### src/rtl/core/ocf_pkg.sv
// ----------------------------------------------------------------------------
// ocf_pkg
// Shared types and constants of the overlap chain filter: register indexes,
// verdict reason codes and the per-group control state.
// ----------------------------------------------------------------------------
package ocf_pkg;

   localparam int CSR_INDEX_BITS = 3;
   localparam int CSR_DATA_BITS  = 25;
   localparam int LENGTH_BITS    = 24;
   localparam int LIMIT_BITS     = 24;
   localparam int PERCENT_BITS   = 7;
   localparam int REASON_BITS    = 3;
   localparam int COUNT_OUT_BITS = 11;
   localparam int SUM_BITS       = 35;
   localparam int RSP_DATA_BITS  = 16;

   localparam logic [CSR_INDEX_BITS-1:0] CSR_MIN_READ_LENGTH     = 3'd0;
   localparam logic [CSR_INDEX_BITS-1:0] CSR_MAX_READ_LENGTH     = 3'd1;
   localparam logic [CSR_INDEX_BITS-1:0] CSR_MAX_UNALIGNED_TIPS  = 3'd2;
   localparam logic [CSR_INDEX_BITS-1:0] CSR_MAX_OVERHANG        = 3'd3;
   localparam logic [CSR_INDEX_BITS-1:0] CSR_MAX_GAP             = 3'd4;
   localparam logic [CSR_INDEX_BITS-1:0] CSR_MIN_COVERED_PERCENT = 3'd5;

   localparam logic [REASON_BITS-1:0] REASON_KEPT          = 3'd0;
   localparam logic [REASON_BITS-1:0] REASON_READ_LENGTH   = 3'd1;
   localparam logic [REASON_BITS-1:0] REASON_TIPS          = 3'd2;
   localparam logic [REASON_BITS-1:0] REASON_ORIENTATION   = 3'd3;
   localparam logic [REASON_BITS-1:0] REASON_GAP           = 3'd4;
   localparam logic [REASON_BITS-1:0] REASON_BAD_EXTENSION = 3'd5;
   localparam logic [REASON_BITS-1:0] REASON_CYCLIC_BREAKS = 3'd6;
   localparam logic [REASON_BITS-1:0] REASON_COVERAGE      = 3'd7;

   localparam logic [1:0] BREAKS_LIMIT = 2'd2;

   localparam logic signed [CSR_DATA_BITS-1:0] LENGTH_CHECK_OFF = -25'sd1;

   localparam logic signed [CSR_DATA_BITS-1:0] RESET_MIN_READ_LENGTH = -25'sd1;
   localparam logic signed [CSR_DATA_BITS-1:0] RESET_MAX_READ_LENGTH = -25'sd1;
   localparam logic [LIMIT_BITS-1:0]   RESET_MAX_UNALIGNED_TIPS  = 24'd1000;
   localparam logic [LIMIT_BITS-1:0]   RESET_MAX_OVERHANG        = 24'd25;
   localparam logic [LIMIT_BITS-1:0]   RESET_MAX_GAP             = 24'd1000;
   localparam logic [PERCENT_BITS-1:0] RESET_MIN_COVERED_PERCENT = 7'd75;

   typedef struct packed {
      logic                   in_group;
      logic                   rejected;
      logic [REASON_BITS-1:0] reason;
      logic                   orientation;
      logic [1:0]             breaks;
   } ctl_type;

endpackage

### src/rtl/core/ocf_eval.sv
// ----------------------------------------------------------------------------
// ocf_eval
// Chain checks for one alignment record: next group state and the verdict
// that the record gives when it closes its group.
// ----------------------------------------------------------------------------
module ocf_eval #(
   parameter int POSITION_BITS = 24
) (
   input  logic signed [ocf_pkg::CSR_DATA_BITS-1:0] min_read_length,
   input  logic signed [ocf_pkg::CSR_DATA_BITS-1:0] max_read_length,
   input  logic [ocf_pkg::LIMIT_BITS-1:0]           max_unaligned_tips,
   input  logic [ocf_pkg::LIMIT_BITS-1:0]           max_overhang,
   input  logic [ocf_pkg::LIMIT_BITS-1:0]           max_gap,
   input  logic [ocf_pkg::PERCENT_BITS-1:0]         min_covered_percent,
   input  logic [POSITION_BITS-1:0]                 ref_begin,
   input  logic [POSITION_BITS-1:0]                 ref_end,
   input  logic [POSITION_BITS-1:0]                 query_begin,
   input  logic [POSITION_BITS-1:0]                 query_end,
   input  logic                                     complemented,
   input  logic [ocf_pkg::LENGTH_BITS-1:0]          ref_length,
   input  logic [ocf_pkg::LENGTH_BITS-1:0]          query_length,
   input  logic                                     last_in_group,
   input  ocf_pkg::ctl_type                         ctl_cur,
   input  logic [POSITION_BITS-1:0]                 first_qb_cur,
   input  logic [POSITION_BITS-1:0]                 prev_re_cur,
   input  logic [POSITION_BITS-1:0]                 prev_qe_cur,
   input  logic signed [ocf_pkg::SUM_BITS-1:0]      sum_cur,
   output ocf_pkg::ctl_type                         ctl_nxt,
   output logic [POSITION_BITS-1:0]                 first_qb_nxt,
   output logic [POSITION_BITS-1:0]                 prev_re_nxt,
   output logic [POSITION_BITS-1:0]                 prev_qe_nxt,
   output logic signed [ocf_pkg::SUM_BITS-1:0]      sum_nxt,
   output logic                                     keep,
   output logic [ocf_pkg::REASON_BITS-1:0]          reason
);
   import ocf_pkg::*;

   localparam int W        = ((POSITION_BITS > LENGTH_BITS) ? POSITION_BITS : LENGTH_BITS) + 2;
   localparam int ACC_BITS = SUM_BITS + 1;
   localparam int PROD_BITS = SUM_BITS + 8;
   localparam int RHS_BITS = PERCENT_BITS + LENGTH_BITS;

   logic signed [W-1:0] rb_s, re_s, qb_s, qe_s, rlen_s, qlen_s;
   logic signed [W-1:0] tips_s, ovh_s, gap_s, min_s, max_s;
   logic signed [W-1:0] fqb_s, pre_s, pqe_s, span_s;
   logic signed [ACC_BITS-1:0] acc;
   logic signed [SUM_BITS-1:0] sum_sat;
   logic signed [PROD_BITS-1:0] lhs, rhs;
   logic [RHS_BITS-1:0] need;
   logic cov_low;
   ctl_type c;

   assign rb_s   = W'($signed({1'b0, ref_begin}));
   assign re_s   = W'($signed({1'b0, ref_end}));
   assign qb_s   = W'($signed({1'b0, query_begin}));
   assign qe_s   = W'($signed({1'b0, query_end}));
   assign rlen_s = W'($signed({1'b0, ref_length}));
   assign qlen_s = W'($signed({1'b0, query_length}));
   assign tips_s = W'($signed({1'b0, max_unaligned_tips}));
   assign ovh_s  = W'($signed({1'b0, max_overhang}));
   assign gap_s  = W'($signed({1'b0, max_gap}));
   assign min_s  = W'(min_read_length);
   assign max_s  = W'(max_read_length);
   assign fqb_s  = W'($signed({1'b0, first_qb_cur}));
   assign pre_s  = W'($signed({1'b0, prev_re_cur}));
   assign pqe_s  = W'($signed({1'b0, prev_qe_cur}));
   assign span_s = qe_s - qb_s;

   // saturating add of this record's span; a new group starts from zero
   assign acc = (ctl_cur.in_group ? ACC_BITS'(sum_cur) : ACC_BITS'(0)) + ACC_BITS'(span_s);
   always_comb begin
      if (acc[ACC_BITS-1] != acc[ACC_BITS-2]) begin
         sum_sat = acc[ACC_BITS-1] ? {1'b1, {(SUM_BITS-1){1'b0}}}
                                   : {1'b0, {(SUM_BITS-1){1'b1}}};
      end else begin
         sum_sat = acc[SUM_BITS-1:0];
      end
   end

   always_comb begin
      c            = ctl_cur;
      first_qb_nxt = first_qb_cur;
      prev_re_nxt  = prev_re_cur;
      prev_qe_nxt  = prev_qe_cur;
      sum_nxt      = sum_cur;
      if (!ctl_cur.in_group) begin
         c.rejected    = 1'b0;
         c.reason      = REASON_KEPT;
         c.breaks      = 2'd0;
         c.orientation = complemented;
         first_qb_nxt  = query_begin;
         prev_re_nxt   = ref_end;
         prev_qe_nxt   = query_end;
         sum_nxt       = sum_sat;
         priority if (min_read_length != LENGTH_CHECK_OFF &&
                      (qlen_s < min_s || qlen_s > max_s)) begin
            c.rejected = 1'b1;
            c.reason   = REASON_READ_LENGTH;
         end else if (rb_s > tips_s && qb_s > tips_s) begin
            c.rejected = 1'b1;
            c.reason   = REASON_TIPS;
         end else begin
         end
      end else if (!ctl_cur.rejected) begin
         sum_nxt = sum_sat;
         priority if (complemented != ctl_cur.orientation) begin
            c.rejected = 1'b1;
            c.reason   = REASON_ORIENTATION;
         end else if (rb_s - pre_s > gap_s) begin
            c.rejected = 1'b1;
            c.reason   = REASON_GAP;
         end else if (pre_s - ovh_s < rb_s) begin
            priority if (pqe_s - ovh_s < qb_s) begin
               if (qb_s - pqe_s > gap_s) begin
                  c.rejected = 1'b1;
                  c.reason   = REASON_GAP;
               end else begin
                  prev_re_nxt = ref_end;
                  prev_qe_nxt = query_end;
               end
            end else if (qlen_s - pqe_s < tips_s && qe_s - tips_s < fqb_s) begin
               prev_re_nxt = ref_end;
               prev_qe_nxt = query_end;
               if (ctl_cur.breaks != BREAKS_LIMIT) begin
                  c.breaks = ctl_cur.breaks + 2'd1;
               end
            end else begin
               c.rejected = 1'b1;
               c.reason   = REASON_BAD_EXTENSION;
            end
         end else begin
            c.rejected = 1'b1;
            c.reason   = REASON_BAD_EXTENSION;
         end
      end
   end

   assign need    = RHS_BITS'(min_covered_percent) * RHS_BITS'(query_length);
   assign lhs     = PROD_BITS'(sum_nxt) * PROD_BITS'(100);
   assign rhs     = PROD_BITS'($signed({1'b0, need}));
   assign cov_low = lhs < rhs;

   always_comb begin
      ctl_nxt          = c;
      ctl_nxt.in_group = !last_in_group;
      if (last_in_group && !c.rejected) begin
         if (!ctl_cur.in_group) begin
            priority if (rlen_s - re_s > tips_s && qlen_s - qe_s > tips_s) begin
               ctl_nxt.rejected = 1'b1;
               ctl_nxt.reason   = REASON_TIPS;
            end else if (cov_low) begin
               ctl_nxt.rejected = 1'b1;
               ctl_nxt.reason   = REASON_COVERAGE;
            end else begin
            end
         end else begin
            priority if (c.breaks > 2'd1) begin
               ctl_nxt.rejected = 1'b1;
               ctl_nxt.reason   = REASON_CYCLIC_BREAKS;
            end else if (cov_low) begin
               ctl_nxt.rejected = 1'b1;
               ctl_nxt.reason   = REASON_COVERAGE;
            end else begin
            end
         end
      end
      keep   = !ctl_nxt.rejected;
      reason = ctl_nxt.rejected ? ctl_nxt.reason : REASON_KEPT;
   end

endmodule

### src/rtl/core/overlap_chain_filter.sv
// ----------------------------------------------------------------------------
// overlap_chain_filter
// Keep or discard verdict for the chain of alignment records of one query.
// ----------------------------------------------------------------------------
// Records of one query read stream in on req_, the last one flagged by
// req_tlast; each closed group gives one verdict on rsp_ (keep, reason and
// the saturating record count). The block takes one record every cycle while
// no stalled result register holds a closing record back: each record passes
// an input register, combinational chain checks against the previous record,
// and a result register that presents the group's verdict on rsp_. Only a
// stalled result register holding a verdict blocks a further closing record.
// Registers must be written through csr_ between groups; nothing enforces it.
module overlap_chain_filter #(
   parameter int MAX_GROUP_ITEMS = 1024,
   parameter int POSITION_BITS   = 24
) (
   input  logic clock,
   input  logic reset,
   input  logic                                    csr_wen,
   input  logic [ocf_pkg::CSR_INDEX_BITS-1:0]      csr_index,
   input  logic [ocf_pkg::CSR_DATA_BITS-1:0]       csr_wdata,
   input  logic                                    req_tvalid,
   output logic                                    req_tready,
   // ref_begin, ref_end, query_begin, query_end, ref_length, query_length, pad
   input  logic [((4*POSITION_BITS+2*ocf_pkg::LENGTH_BITS+7)/8)*8-1:0] req_tdata,
   // complemented
   input  logic                                    req_tuser,
   input  logic                                    req_tlast,
   output logic                                    rsp_tvalid,
   input  logic                                    rsp_tready,
   // keep, reason, group_count, pad
   output logic [ocf_pkg::RSP_DATA_BITS-1:0]       rsp_tdata
);
   import ocf_pkg::*;

   localparam int P  = POSITION_BITS;
   localparam int CW = $clog2(MAX_GROUP_ITEMS + 1);

   logic signed [CSR_DATA_BITS-1:0] min_len_ff, max_len_ff;
   logic [LIMIT_BITS-1:0]   tips_ff, ovh_ff, gap_ff;
   logic [PERCENT_BITS-1:0] pct_ff;

   logic                   s1_valid_ff;
   logic [P-1:0]           rb_ff, re_ff, qb_ff, qe_ff;
   logic                   comp_ff, last_ff;
   logic [LENGTH_BITS-1:0] rlen_ff, qlen_ff;

   ctl_type                    ctl_ff, ctl_in;
   logic [P-1:0]               fqb_ff, fqb_in, pre_ff, pre_in, pqe_ff, pqe_in;
   logic signed [SUM_BITS-1:0] sum_ff, sum_in;
   logic [CW-1:0]              cnt_ff, cnt_in, cnt_base;
   logic [CW+COUNT_OUT_BITS-1:0] cnt_wide;

   logic                    rsp_valid_ff;
   logic [RSP_DATA_BITS-1:0] rsp_data_ff;
   logic                    keep;
   logic [REASON_BITS-1:0]  reason;
   logic                    out_free, s1_fire, req_fire;

   always_ff @(posedge clock) begin
      if (reset) begin
         min_len_ff <= RESET_MIN_READ_LENGTH;
         max_len_ff <= RESET_MAX_READ_LENGTH;
         tips_ff    <= RESET_MAX_UNALIGNED_TIPS;
         ovh_ff     <= RESET_MAX_OVERHANG;
         gap_ff     <= RESET_MAX_GAP;
         pct_ff     <= RESET_MIN_COVERED_PERCENT;
      end else if (csr_wen) begin
         unique case (csr_index)
            CSR_MIN_READ_LENGTH:     min_len_ff <= csr_wdata;
            CSR_MAX_READ_LENGTH:     max_len_ff <= csr_wdata;
            CSR_MAX_UNALIGNED_TIPS:  tips_ff    <= csr_wdata[LIMIT_BITS-1:0];
            CSR_MAX_OVERHANG:        ovh_ff     <= csr_wdata[LIMIT_BITS-1:0];
            CSR_MAX_GAP:             gap_ff     <= csr_wdata[LIMIT_BITS-1:0];
            CSR_MIN_COVERED_PERCENT: pct_ff     <= csr_wdata[PERCENT_BITS-1:0];
            default: ;
         endcase
      end
   end

   assign out_free   = !rsp_valid_ff || rsp_tready;
   assign s1_fire    = s1_valid_ff && (!last_ff || out_free);
   assign req_tready = !s1_valid_ff || s1_fire;
   assign req_fire   = req_tvalid && req_tready;

   // hold the record until the checks can retire it
   always_ff @(posedge clock) begin
      if (reset) begin
         s1_valid_ff <= 1'b0;
      end else if (req_tready) begin
         s1_valid_ff <= req_tvalid;
      end
   end

   always_ff @(posedge clock) begin
      if (req_fire) begin
         rb_ff   <= req_tdata[P-1:0];
         re_ff   <= req_tdata[2*P-1:P];
         qb_ff   <= req_tdata[3*P-1:2*P];
         qe_ff   <= req_tdata[4*P-1:3*P];
         rlen_ff <= req_tdata[4*P+LENGTH_BITS-1:4*P];
         qlen_ff <= req_tdata[4*P+2*LENGTH_BITS-1:4*P+LENGTH_BITS];
         comp_ff <= req_tuser;
         last_ff <= req_tlast;
      end
   end

   ocf_eval #(
      .POSITION_BITS(POSITION_BITS)
   ) u_eval (
      .min_read_length     (min_len_ff),
      .max_read_length     (max_len_ff),
      .max_unaligned_tips  (tips_ff),
      .max_overhang        (ovh_ff),
      .max_gap             (gap_ff),
      .min_covered_percent (pct_ff),
      .ref_begin           (rb_ff),
      .ref_end             (re_ff),
      .query_begin         (qb_ff),
      .query_end           (qe_ff),
      .complemented        (comp_ff),
      .ref_length          (rlen_ff),
      .query_length        (qlen_ff),
      .last_in_group       (last_ff),
      .ctl_cur             (ctl_ff),
      .first_qb_cur        (fqb_ff),
      .prev_re_cur         (pre_ff),
      .prev_qe_cur         (pqe_ff),
      .sum_cur             (sum_ff),
      .ctl_nxt             (ctl_in),
      .first_qb_nxt        (fqb_in),
      .prev_re_nxt         (pre_in),
      .prev_qe_nxt         (pqe_in),
      .sum_nxt             (sum_in),
      .keep                (keep),
      .reason              (reason)
   );

   assign cnt_base = ctl_ff.in_group ? cnt_ff : CW'(0);
   assign cnt_in   = (cnt_base < CW'(MAX_GROUP_ITEMS)) ? cnt_base + CW'(1) : cnt_base;
   assign cnt_wide = (CW + COUNT_OUT_BITS)'(cnt_in);

   always_ff @(posedge clock) begin
      if (reset) begin
         ctl_ff <= '0;
         cnt_ff <= '0;
      end else if (s1_fire) begin
         ctl_ff <= ctl_in;
         cnt_ff <= cnt_in;
      end
   end

   always_ff @(posedge clock) begin
      if (s1_fire) begin
         fqb_ff <= fqb_in;
         pre_ff <= pre_in;
         pqe_ff <= pqe_in;
         sum_ff <= sum_in;
      end
   end

   always_ff @(posedge clock) begin
      if (reset) begin
         rsp_valid_ff <= 1'b0;
      end else if (s1_fire && last_ff) begin
         rsp_valid_ff <= 1'b1;
      end else if (rsp_tready) begin
         rsp_valid_ff <= 1'b0;
      end
   end

   always_ff @(posedge clock) begin
      if (s1_fire && last_ff) begin
         rsp_data_ff <= {1'b0, cnt_wide[COUNT_OUT_BITS-1:0], reason, keep};
      end
   end

   assign rsp_tvalid = rsp_valid_ff;
   assign rsp_tdata  = rsp_data_ff;

`ifndef SYNTHESIS
   a_keep_reason: assert property (@(posedge clock) disable iff (reset)
      rsp_tvalid |-> (rsp_tdata[0] == (rsp_tdata[3:1] == REASON_KEPT)))
      else $error("verdict and reason disagree");

   a_breaks_sat: assert property (@(posedge clock) disable iff (reset)
      ctl_ff.breaks != 2'd3)
      else $error("cyclic break count passed its limit");

   a_reject_sticky: assert property (@(posedge clock) disable iff (reset)
      (s1_fire && ctl_ff.in_group && ctl_ff.rejected) |=> ctl_ff.rejected)
      else $error("rejected group became accepted");

   a_no_overrun: assert property (@(posedge clock) disable iff (reset)
      (rsp_valid_ff && !rsp_tready) |-> !(s1_fire && last_ff))
      else $error("verdict overwritten while stalled");
`endif

endmodule

### config.mk
export PLATFORM = sky130hd
export DESIGN_NAME = overlap_chain_filter
export DESIGN_NICKNAME = d
export VERILOG_FILES = /design/src/rtl/core/ocf_pkg.sv /design/src/rtl/core/ocf_eval.sv /design/src/rtl/core/overlap_chain_filter.sv
export SDC_FILE = /design/constraint.sdc
export NUM_CORES = 2
export LEC_CHECK = 0
export ABC_AREA = 1
export CORE_MARGIN = 4
export CORE_UTILIZATION = 50
export CTS_CLUSTER_DIAMETER = 200
export DETAILED_ROUTE_END_ITERATION = 12
export DONT_BUFFER_PORTS = 1
export HOLD_SLACK_MARGIN = 0.1
export SLEW_MARGIN = 20
export SYNTH_ARGS = -nofsm -noshare
export SYNTH_HDL_FRONTEND = slang
export SYNTH_SLANG_ARGS = --single-unit
### constraint.sdc
create_clock -name clock -period 10.3 [get_ports clock]
set_input_delay 2.06 -clock clock [delete_from_list [all_inputs] [get_ports clock]]
set_output_delay 2.06 -clock clock [all_outputs]
set_load 0.02 [all_outputs]
==> flow_summary.ini <==
[final_layout]
antenna_diode_count = 0
ff_latch_area_sq_um = 11100
most_frequent_standard_cell_in_the_layout_excluding_fill_and_tap_cells = sky130_fd_sc_hd__nand2_1
mostFrequentLayoutCells = sky130_fd_sc_hd__nand2_1 (1190), sky130_fd_sc_hd__inv_1 (950), sky130_fd_sc_hd__ha_1 (720), sky130_fd_sc_hd__a21oi_1 (527), sky130_fd_sc_hd__nor2_1 (320)
num-nets-final = 6609
utilization = 0.547
layout-drive-gt1-share = 0.0436
n_fill_cell = 8262
areaGrowthSynthToFinish_pct = 8.13
multiInputGateArea_sq_um = 28400

[timing]
grt_setup_unrepaired = false
final_min_period_over_clock_period = 0.932
timing_hold_violations_final = 0
finalWorstPathRequiredPeriod_ns = 9.60
post_route_clock_skew_ns = 0.0454
worstMarginPinSlew_ns = 1.03
fmax_achieved_ghz = 0.104
final-max-slew-violation-count = 0
max_slew_headroom_at_the_worst_pin = 0.311
setup_viol = 0
summed_negative_setup_slack_over_all_endpoints_ns = 0

[logic_synthesis]
synth.avg_cell_area_sq_um = 7.83
synth_nets = 6581
synthTopCellsByArea = sky130_fd_sc_hd__ha_1 (21%), sky130_fd_sc_hd__edfxtp_1 (19%), sky130_fd_sc_hd__nand2_1 (10%)
yosys_warnings = 0
synth.top_cell.area_share = 0.209
post-synth-top-area-cell = sky130_fd_sc_hd__ha_1
postSynthRegisterBits = 418
ys_types = 61
register_area_share_after_synthesis = 0.255
synth_cells = 5529
syn-cell-area_sq_um = 43300
yosys_most_used_dff = sky130_fd_sc_hd__edfxtp_1
synth-edff-count = 268
fraction_of_registers_with_async_set_reset = 0

[min_path]
holdPathEnd = pre_ff[8]$_DFFE_PP_
min-delay-path-class = reg2reg
timing.hold.worst.start = re_ff[8]$_DFFE_PP_
hold-path-cell-count = 0

[run_status]
outcome = finished, final reports clean

[worst_setup_path]
arrival_ns = 10.02
start_kind = flip-flop
rr_worst_depth = 61
critical-path-slowest-cell = sky130_fd_sc_hd__edfxtp_1
r2r-start = qb_ff[12]$_DFFE_PP_
path_common_cell = sky130_fd_sc_hd__nand2_1
critical-path-max-stage-delay_ns = 0.54
cp.required_ns = 10.71
worst-setup-path-type = reg2reg
critPathMaxFanout = 27
crit_path_end_kind = flip-flop
crit-reg2reg-capture = rsp_tdata[1]$_SDFFCE_PN0P_
r2r_setup_slack_ns = 0.70

[clock_network]
cts_buffer_depth = 3
worstSkewPairLatency_ns = 0.65
cts.sinks = 418
ctsRootBufferMaster = sky130_fd_sc_hd__clkbuf_16
cts_hold_repair.buffers = 0
cts_htree_levels = 2
tritoncts = yes
cts_buffers = 52
clock_transition_at_the_registers_of_the_reported_paths_ns = 0.06

[floorplanning]
floorplan.initialDensity = 0.506
fp-row-count = 107
num_io_pins = 197
chipHeight_um = 302
die_width_um = 302
core_region_sq_um = 85500
dieArea_sq_um = 91400

[routing]
drt_first_iter_violations = 2137
drc_errors = 0
detailroute.via_count = 36800
drt-pass1-iter-count = 5
drt-vias-per-instance = 5.46
detail-route-antenna-nets = 0
postRouteWirelength_um = 132000
drt-wirelength-per-cell_um = 19.6

[place]
gpl.final_weighted_congestion = 0.941
place_hpwl_um = 109000
io_buffer_count = 0

[pwr]
power.leakage_nw = 23.4
power_per_cell_area_nw_per_um2 = 329
worst_ir_drop_vdd_uv = 616

[grt]
grt_pass1_vias = 36700
gr_usage_total = 0.286
initial_antenna_violation_count = 1
grt_start_max_net_pins = 76
residual_overflow_from_global_routing = 0
grt_first_pass_wirelength_um = 202000

[job]
max_cap_viol_count = 0
## cell usage after synthesis (20+ instances only)
cell type and n:
sky130_fd_sc_hd__xor2_1 167, sky130_fd_sc_hd__clkbuf_1 69, sky130_fd_sc_hd__fa_1 151, sky130_fd_sc_hd__nor2_1 326, sky130_fd_sc_hd__a21o_1 28, sky130_fd_sc_hd__nand4_1 55, sky130_fd_sc_hd__nand2_1 1191, sky130_fd_sc_hd__xnor2_1 112
sky130_fd_sc_hd__a22oi_2 20, sky130_fd_sc_hd__o21a_1 23, sky130_fd_sc_hd__nand3_1 172, sky130_fd_sc_hd__a31oi_1 28, sky130_fd_sc_hd__a21oi_1 532, sky130_fd_sc_hd__edfxtp_1 268, sky130_fd_sc_hd__nor3_1 43, sky130_fd_sc_hd__inv_1 952
sky130_fd_sc_hd__ha_1 722, sky130_fd_sc_hd__o211ai_1 71, sky130_fd_sc_hd__o21ai_0 226, sky130_fd_sc_hd__o21bai_1 25, sky130_fd_sc_hd__nor4_1 23, sky130_fd_sc_hd__dfxtp_1 150
## logic make-up after synthesis
| group | count (synthesis) | share of synthesized area |
|---|---|---|
| buffers and inverters | 1041 | 0.0912 |
| adders and majority gates | 873 | 0.278 |
| xor gates and xnor gates | 280 | 0.0568 |
| DFF | 418 | 0.255 |
| other | 1 | 0.0000866 |
| AOI/OAI and AO/OA | 1075 | 0.145 |
| and+or+nand+nor | 1841 | 0.173 |
## metal layers
metal / global-route usage / up-vias / wire length (um) / part of all wire
met5: 0 / - / 0 / 0
met4: 0.107 / 0 / 5390 / 0.041
met1: 0.356 / 17400 / 56700 / 0.43
met3: 0.0347 / 212 / 6260 / 0.047
li1: - / 18500 / - / -
met2: 0.509 / 799 / 63700 / 0.48
## worst max path at each step
| stage | from | to | depth (start not counted) |
|---|---|---|---|
| 4_1_cts | qe_ff[0]$_DFFE_PP_ | rsp_tdata[1]$_SDFFCE_PN0P_ | 62 |
| 3_5_place_dp | qb_ff[0]$_DFFE_PP_ | rsp_tdata[1]$_SDFFCE_PN0P_ | 58 |
| 2_1_floorplan | qe_ff[0]$_DFFE_PP_ | rsp_tdata[1]$_SDFFCE_PN0P_ | 62 |
| 5_1_grt | qe_ff[0]$_DFFE_PP_ | rsp_tdata[1]$_SDFFCE_PN0P_ | 58 |
| 3_3_place_gp | qb_ff[0]$_DFFE_PP_ | rsp_tdata[1]$_SDFFCE_PN0P_ | 58 |
| 6_report | qb_ff[12]$_DFFE_PP_ | rsp_tdata[1]$_SDFFCE_PN0P_ | 61 |
## where the power goes
part           switching, mW  internal [mW]  leakage (nW)  total [mW]
Clock                  0.803           1.21         0.899        2.01
Sequential             0.110           1.92          3.79        2.03
Combinational           7.14           4.19          18.8        11.3
Total                   8.05           7.33          23.4        15.4
## timing repair
action                     CTS  global route
gates resized for setup      1            29
pin swaps                    0             3
setup buffers                0             4
setup endpoints to repair    1             8
## per-stage QoR
stage | power, mW | hold WS (ns) | area, sq um | std cells | worst slack (ns)
floorplan | 10.4 | 0.426 | 43300 | 5529 | 1.45
global placement | 13.3 | 0.438 | 44800 | 6643 | 0.182
detailed placement | 13.3 | 0.436 | 44800 | 6643 | 0.0371
CTS | 15.4 | 0.461 | 46700 | 6740 | 0.0810
global route | 17.2 | 0.477 | 46800 | 6744 | 0.00700
finish | 15.4 | 0.458 | 46800 | 6744 | 0.699
## sequential cells by signal, indices dropped and copies added, names as in the netlist, 7 cells and up
signal	count
qb_ff	24
max_len_ff	25
re_ff	24
gap_ff	24
rsp_tdata	15
tips_ff	24
sum_ff	35
qlen_ff	24
min_len_ff	25
pct_ff	7
cnt_ff	11
pre_ff	24
qe_ff	24
ctl_ff	8
rb_ff	24
ovh_ff	24
fqb_ff	24
pqe_ff	24
rlen_ff	24
## area by class of cell
type | instances | share of cell area
clock buffer | 60 | 0.0292
clock inverter | 37 | 0.0107
inverter | 964 | 0.0777
multi-input combinational | 4070 | 0.608
sequential | 418 | 0.236
tap | 1144 | 0.0306
timing repair buffer | 51 | 0.00826
## worst max-delay path: cells and delay by family, from the launching register on
family	cells	cell delay, ns
compound gates	8	1.52
xor+xnor	3	0.53
fa+ha+maj	7	2.49
buf+inv	8	0.68
flops	1	0.54
simple gates	35	3.57
(Power assumes the default switching activity.)
